File: src/assert_macros.svh
// Concurrent assertion helpers used by the engine RTL
`ifndef ASSERT_MACROS_SVH
`define ASSERT_MACROS_SVH

// Check a property on every rising edge, idle while reset is high
`define SSRP_ASSERT(label, clk, rst, prop, msg) \
  label: assert property (@(posedge clk) disable iff (rst) (prop)) else $error(msg);

// Check a property on every rising edge, reset included
`define SSRP_ASSERT_ALWAYS(label, clk, prop, msg) \
  label: assert property (@(posedge clk) (prop)) else $error(msg);

`endif

File: src/ssrp_pkg.sv
`timescale 1ns / 1ps
package ssrp_pkg;

  localparam logic FUNC_WRITE = 1'b0;
  localparam logic FUNC_READ  = 1'b1;

  localparam logic [3:0] CODE_RESET_ON  = 4'h9;
  localparam logic [3:0] CODE_RESET_OFF = 4'h8;
  localparam logic [3:0] CODE_DATA_SET  = 4'hD;
  localparam logic [3:0] CODE_DATA_CLR  = 4'hC;
  localparam logic [3:0] CODE_CLK_HIGH  = 4'hF;
  localparam logic [3:0] CODE_CLK_LOW   = 4'hE;

  localparam logic [8:0] CMD_STATUS   = 9'h0FE;
  localparam logic [8:0] CMD_BANK_ONE = 9'h082;
  localparam logic [8:0] CMD_BANK_TWO = 9'h086;

  localparam logic [7:0] STATUS_HIGH_BYTE = 8'hFF;

  localparam logic [4:0] POS_DECODE = 5'd8;
  localparam logic [4:0] POS_CMD_END = 5'd9;
  localparam logic [4:0] POS_REPLY_END = 5'd16;
  localparam logic [4:0] POS_LAST = 5'd31;

  localparam logic CFG_BANK_ONE = 1'b0;
  localparam logic CFG_BANK_TWO = 1'b1;

  localparam logic [7:0] BANK_ONE_RESET = 8'd155;
  localparam logic [7:0] BANK_TWO_RESET = 8'd240;

  typedef struct packed {
    logic       func;
    logic [3:0] code;
    logic [7:0] status;
  } item_t;

  typedef struct packed {
    logic valid;
    logic advance;
  } flow_t;

endpackage

File: src/ssrp_in_stage.sv
`timescale 1ns / 1ps
module ssrp_in_stage (
  input  logic           clk,
  input  logic           rst,
  input  logic           in_valid,
  output logic           in_stall,
  input  ssrp_pkg::item_t in_item,
  input  logic           advance,
  output ssrp_pkg::flow_t flow,
  output ssrp_pkg::item_t item
);
  import ssrp_pkg::*;

  logic full;
  logic take;

  assign in_stall = full && !advance;
  assign take     = in_valid && !in_stall;

  always_ff @(posedge clk) begin
    if (rst) begin
      full <= 1'b0;
    end else if (take) begin
      full <= 1'b1;
    end else if (advance) begin
      full <= 1'b0;
    end
  end

  always_ff @(posedge clk) begin
    if (take) begin
      item <= in_item;
    end
  end

  assign flow.valid   = full;
  assign flow.advance = full && advance;

endmodule

File: src/ssrp_engine.sv
`timescale 1ns / 1ps
`include "assert_macros.svh"
module ssrp_engine (
  input  logic            clk,
  input  logic            rst,
  input  ssrp_pkg::flow_t flow,
  input  ssrp_pkg::item_t item,
  input  logic [7:0]      switch_bank_one,
  input  logic [7:0]      switch_bank_two,
  output logic [3:0]      result
);
  import ssrp_pkg::*;

  logic        held_in_reset;
  logic [4:0]  bit_position;
  logic [8:0]  command_bits;
  logic        data_line;
  logic        clock_line;
  logic        read_line;
  logic [15:0] reply_word;

  logic        held_in_reset_next;
  logic [4:0]  bit_position_next;
  logic [8:0]  command_bits_next;
  logic        data_line_next;
  logic        clock_line_next;
  logic        read_line_next;
  logic [15:0] reply_word_next;

  logic        fire;
  logic [8:0]  shifted_cmd;

  assign fire = flow.advance;

  always_comb begin
    held_in_reset_next = held_in_reset;
    bit_position_next  = bit_position;
    command_bits_next  = command_bits;
    data_line_next     = data_line;
    clock_line_next    = clock_line;
    read_line_next     = read_line;
    reply_word_next    = reply_word;
    shifted_cmd        = command_bits | ({8'd0, data_line} << bit_position[3:0]);
    if (item.func == FUNC_WRITE) begin
      case (item.code)
        CODE_RESET_ON: begin
          held_in_reset_next = 1'b1;
        end
        CODE_RESET_OFF: begin
          held_in_reset_next = 1'b0;
          bit_position_next  = 5'd0;
          command_bits_next  = 9'd0;
          data_line_next     = 1'b0;
          read_line_next     = 1'b0;
          clock_line_next    = 1'b1;
        end
        CODE_DATA_SET: begin
          data_line_next = 1'b1;
        end
        CODE_DATA_CLR: begin
          data_line_next = 1'b0;
        end
        CODE_CLK_HIGH: begin
          clock_line_next = 1'b1;
        end
        CODE_CLK_LOW: begin
          if (clock_line) begin
            if (bit_position < POS_CMD_END) begin
              command_bits_next = shifted_cmd;
            end
            if (bit_position == POS_DECODE) begin
              case (shifted_cmd)
                CMD_STATUS:   reply_word_next = {STATUS_HIGH_BYTE, item.status};
                CMD_BANK_ONE: reply_word_next = {switch_bank_one, item.status};
                CMD_BANK_TWO: reply_word_next = {switch_bank_two, item.status};
                default:      reply_word_next = reply_word;
              endcase
            end
            if (bit_position < POS_REPLY_END) begin
              read_line_next = reply_word_next[bit_position[3:0]];
            end else begin
              read_line_next = 1'b0;
            end
            if (bit_position != POS_LAST) begin
              bit_position_next = bit_position + 5'd1;
            end
            clock_line_next = 1'b0;
          end
        end
        default: begin
        end
      endcase
    end
  end

  always_ff @(posedge clk) begin
    if (rst) begin
      held_in_reset <= 1'b0;
      bit_position  <= 5'd0;
      command_bits  <= 9'd0;
      data_line     <= 1'b0;
      clock_line    <= 1'b0;
      read_line     <= 1'b0;
      reply_word    <= 16'd0;
    end else if (fire) begin
      held_in_reset <= held_in_reset_next;
      bit_position  <= bit_position_next;
      command_bits  <= command_bits_next;
      data_line     <= data_line_next;
      clock_line    <= clock_line_next;
      read_line     <= read_line_next;
      reply_word    <= reply_word_next;
    end
  end

  assign result = (item.func == FUNC_READ) ? {clock_line, 1'b0, read_line, 1'b0} : 4'd0;

  `SSRP_ASSERT(a_pos_holds_when_idle, clk, rst, !fire |=> $stable(bit_position), "bit position moved without a beat")
  `SSRP_ASSERT(a_reset_code_recorded, clk, rst, fire && item.func == FUNC_WRITE && item.code == CODE_RESET_ON |=> held_in_reset, "reset request not recorded")
  `SSRP_ASSERT_ALWAYS(a_read_low_at_start, clk, bit_position == 5'd0 |-> !read_line, "read line high before any shift")

endmodule

File: src/ssrp_out_stage.sv
`timescale 1ns / 1ps
module ssrp_out_stage (
  input  logic       clk,
  input  logic       rst,
  input  logic       load,
  input  logic [3:0] result,
  output logic       advance,
  output logic       out_valid,
  input  logic       out_stall,
  output logic [3:0] read_data
);

  assign advance = !out_valid || !out_stall;

  always_ff @(posedge clk) begin
    if (rst) begin
      out_valid <= 1'b0;
    end else if (advance) begin
      out_valid <= load;
    end
  end

  always_ff @(posedge clk) begin
    if (advance && load) begin
      read_data <= result;
    end
  end

endmodule

File: src/serial_switch_reader_port_top.sv
`timescale 1ns / 1ps
// A result is valid once its item has passed the input register and then the result register.
// Throughput: one item per cycle while not stalled; a beat is one decode-logic state update.
// A stalled result holds the result register and, once the input register is full, the input.
// Reset (rst, synchronous, active high) clears all line, shifter and reply state and
// loads switch bank one with 155 and bank two with 240.
module serial_switch_reader_port_top (
  input  logic       clk,
  input  logic       rst,
  input  logic       in_valid,
  output logic       in_stall,
  input  logic       func,
  input  logic [7:0] write_data,
  input  logic [7:0] status_switches,
  output logic       out_valid,
  input  logic       out_stall,
  output logic [3:0] read_data,
  input  logic       cfg_write,
  input  logic       cfg_index,
  input  logic [7:0] cfg_data
);
  import ssrp_pkg::*;

  item_t      in_item;
  item_t      item;
  flow_t      flow;
  logic       advance;
  logic [3:0] result;
  logic [7:0] switch_bank_one;
  logic [7:0] switch_bank_two;

  assign in_item.func   = func;
  assign in_item.code   = write_data[3:0];
  assign in_item.status = status_switches;

  always_ff @(posedge clk) begin
    if (rst) begin
      switch_bank_one <= BANK_ONE_RESET;
      switch_bank_two <= BANK_TWO_RESET;
    end else if (cfg_write) begin
      case (cfg_index)
        CFG_BANK_ONE: switch_bank_one <= cfg_data;
        CFG_BANK_TWO: switch_bank_two <= cfg_data;
        default: begin
        end
      endcase
    end
  end

  ssrp_in_stage u_in (
    .clk      (clk),
    .rst      (rst),
    .in_valid (in_valid),
    .in_stall (in_stall),
    .in_item  (in_item),
    .advance  (advance),
    .flow     (flow),
    .item     (item)
  );

  ssrp_engine u_engine (
    .clk             (clk),
    .rst             (rst),
    .flow            (flow),
    .item            (item),
    .switch_bank_one (switch_bank_one),
    .switch_bank_two (switch_bank_two),
    .result          (result)
  );

  ssrp_out_stage u_out (
    .clk       (clk),
    .rst       (rst),
    .load      (flow.valid),
    .result    (result),
    .advance   (advance),
    .out_valid (out_valid),
    .out_stall (out_stall),
    .read_data (read_data)
  );

endmodule
File: config.mk
export PLATFORM = sky130hd
export DESIGN_NAME = serial_switch_reader_port_top
export DESIGN_NICKNAME = d
export VERILOG_FILES = /design/src/ssrp_pkg.sv /design/src/ssrp_in_stage.sv /design/src/ssrp_engine.sv /design/src/ssrp_out_stage.sv /design/src/serial_switch_reader_port_top.sv
export VERILOG_INCLUDE_DIRS = /design/src /design/src/src
export SDC_FILE = /design/constraint.sdc
export NUM_CORES = 1
export LEC_CHECK = 0
export BUFFER_PORTS_ARGS = -buffer_cell sky130_fd_sc_hd__buf_2
export CAP_MARGIN = 20
export CORE_UTILIZATION = 57
export CTS_CLUSTER_SIZE = 30
export DETAILED_ROUTE_END_ITERATION = 10
export GPL_ROUTABILITY_DRIVEN = 0
export GPL_TIMING_DRIVEN = 0
export PLACE_DENSITY = 0.78
export SETUP_SLACK_MARGIN = 0.2
export SYNTH_ARGS = -nofsm -noshare
export SYNTH_HDL_FRONTEND = slang
export SYNTH_SLANG_ARGS = --single-unit
File: constraint.sdc
create_clock -name clk -period 3.3 [get_ports clk]
set_input_delay 0.495 -clock clk [delete_from_list [all_inputs] [get_ports clk]]
set_output_delay 0.495 -clock clk [all_outputs]
set_load 0.02 [all_outputs]
==> results.cfg <==
[run_status]
status = completed

[worst_setup_path]
r2r-start = u_engine.bit_position[1]$_SDFFE_PP0P_
slowest_stage = a221oi_1
critical_path_class = reg -> reg
start_kind = register
crit_fanout = 10
rrSetupSlack_ns = 0.40
crit_chain = buf_4 -> nor2b_1 -> buf_2 -> a21oi_1 -> buf_4 -> nor4_4 -> nand2_2 -> a21oi_4 -> mux4_2 -> a2bb2oi_1 -> a221oi_1 -> o31ai_2
crit_required_ns = 3.52
end_kind = register
rr_worst_depth = 12
worstPathArrival_ns = 3.12
cpPeakStageDelay_ns = 0.41
worstReg2RegEnd = u_engine.read_line$_SDFFE_PP0P_
crit_top_cell = buf_4

[global_route]
grt_max_degree = 13
antenna_found_initial = 0
gr-total-overflow = 0
grt_pass1_vias = 2286
grt.total_usage_pct = 25.03
grt_pass1_wl_mm = 10.36

[final_layout]
multiInputGateArea_um2 = 1436
final_cell_mix = 56 x nand2_1, 51 x dfxtp_1, 37 x nor2_1
fillers = 455
final_common_cell = nand2_1
area_growth_pct = 14.39
nets = 413
final_area_um2 = 3491
finalCoreUtilization_pct = 67.92
drive_gt1_share_pct = 17.97
diodes = 0
seqCellArea_um2 = 1471

[synthesis]
ys_seq_elements = 66
synth_edf_count = 15
ys_async_sr_fraction_pct = 0
synth_flop_cell = dfxtp_1
synth.avg_cell_area_um2 = 9.082
synth.distinct_cells = 52
yosysWarnings = 0
syn_inst = 336
synth_seq_area_share_pct = 48.22
synth.cell_area_um2 = 3052

[timing]
drv_slew = 0
worstMarginPinSlew_ns = 0.7114
setup_violations = 0
hold_violations = 0
setup_ws_ns = 0.4002
fin_crit_sh_pct = 87.87
rsz0062_at_grt = false
finClkSkew_ns = 0.006014
final.min_clock_period_ns = 2.900
slew_headroom_pct = 52.40
fmax_ghz = 0.3449
finalSetupTns_ns = 0

[worst_hold_path]
min_to = u_in.item[0]$_DFFE_PP_
worstHoldStart = status_switches[0]
hold_depth = 1
min_path_type = in -> reg

[cts]
postCtsResizedCells = 0
h-tree-depth = 3
cts_buffers = 9
clkLatencyLatePin_ns = 0.34
hold_buffers = 0
post_cts_buffers = 0
cts_tree = built
cts_root_buf = clkbuf_8
clockBufferDepth = 2
cts_sinks = 66
path_clk_slew_ns = 0.07

[detailed_routing]
drtAntennaViolNets = 0
drtIter0Drc = 232
avgViaCountPerCell = 5.467
vias = 2482
drcViolationCount = 0
wl_per_cell_um = 14.03
first_pass_iters = 4
routed_wl_mm = 6.368

[pwr]
design_power_total_w = 0.001594
power_density_nw_per_um2 = 456.7
ir_drop_mv = 0.3050
p_leak_nw = 1.380

[placement]
place_area_um2 = 3304
pre_cts_ws_ns = 0.4629
portBuffers = 30
hpwl_mm = 4.629

[floorplan]
fp-row-count = 26
die_w_um = 75.17
start_util_pct = 59.37
die_h_um = 75.17
ioPinCount = 37
core_um2 = 5140
dieArea_um2 = 5651

[job]
cap_viol_max_count = 0
[cell usage after synthesis, drive strengths merged (2+ instances only)]
cell type	number	area, um2
nand2	57	216.5
dfxtp	51	1021
nor2	37	138.9
a21oi	35	197.7
nand3	22	110.1
mux2i	19	190.2
edfxtp	15	450.4
buf	11	83.83
clkbuf	11	41.29
nor3	8	40.04
a211oi	7	57.55
a31oi	6	37.54
inv	6	22.52
o21ai	5	25.02
and2	4	26.28
and3	4	25.02
nor2b	4	25.02
o211ai	4	30.03
ha	3	37.54
nand4b	3	41.29
nor3b	2	26.28
nor4	2	27.53
o31ai	2	20.02
xnor2	2	17.52
[logic make-up (layout without fill, tap and decap cells)]
family | Yosys count | in the layout | synth area share (%)
simple gates | 149 | 149 | 23.78
flops | 66 | 66 | 48.22
xor+xnor | 3 | 3 | 0.8612
mux | 20 | 20 | 6.970
other cells | 1 | 2 | 0.1229
fa+ha+maj | 3 | 3 | 1.230
compound gates | 66 | 66 | 13.98
buf+inv | 28 | 75 | 4.838
[worst max path at each step]
stage                                     startpoint                               to  slack [ns]  depth (start not counted)
3_3_place_gp   u_engine.bit_position[1]$_SDFFE_PP0P_  u_engine.read_line$_SDFFE_PP0P_        0.49                         12
2_1_floorplan  u_engine.bit_position[1]$_SDFFE_PP0P_  u_engine.read_line$_SDFFE_PP0P_        0.86                         12
3_5_place_dp   u_engine.bit_position[1]$_SDFFE_PP0P_  u_engine.read_line$_SDFFE_PP0P_        0.46                         12
6_report       u_engine.bit_position[1]$_SDFFE_PP0P_  u_engine.read_line$_SDFFE_PP0P_        0.40                         12
5_1_grt        u_engine.bit_position[1]$_SDFFE_PP0P_  u_engine.read_line$_SDFFE_PP0P_        0.27                         12
4_1_cts        u_engine.bit_position[1]$_SDFFE_PP0P_  u_engine.read_line$_SDFFE_PP0P_        0.43                         12
[metal layers]
| metal | share of wire (%) | global-route usage, % | vias up |
|---|---|---|---|
| li1 | - | - | 1261 |
| met3 | 5.6 | 4.819 | 9 |
| met1 | 46 | 33.42 | 1121 |
| met4 | 1.3 | 11.32 | 0 |
| met2 | 47 | 39.64 | 91 |
| met5 | 0 | 0 | - |
[through the flow]
step	hold WS, ns	cells
detailed placement	0.4469	438
global route	0.3143	454
CTS	0.3107	454
floorplan	0.4321	337
global placement	0.4408	437
finish	0.3245	454
[final cells by class]
type | count | share of cell area [%]
Buffer | 22 | 3.584
Clock buffer | 10 | 3.656
Clock inverter | 6 | 1.685
Inverter | 6 | 0.6452
Multi-Input combinational cell | 243 | 41.15
Sequential cell | 66 | 42.15
Tap cell | 70 | 2.509
Timing Repair Buffer | 31 | 4.624
[report_power, final]
part           internal [W]  switching, W  total (W)
logic             0.0000338     0.0000507  0.0000845
clock network      0.000343      0.000301   0.000645
registers          0.000850     0.0000147   0.000865
[sequential cells by signal (all words and copies together), names as in the netlist, 2 cells and up]
register / flops
switch_bank_one: 8
u_engine.bit_position: 5
u_out.read_data: 2
u_in.item: 13
u_engine.command_bits: 9
switch_bank_two: 8
u_engine.reply_word: 16
[critical path, delay by kind of cell, from the launching register on]
kind / cells / cell delay (ns)
AO/OA/AOI/OAI: 5 / 1.04
buffers and inverters: 3 / 0.61
AND/OR/NAND/NOR: 3 / 0.43
multiplexers: 1 / 0.35
flip-flops: 1 / 0.33
Note: power is estimated with default switching activity, not from simulation.
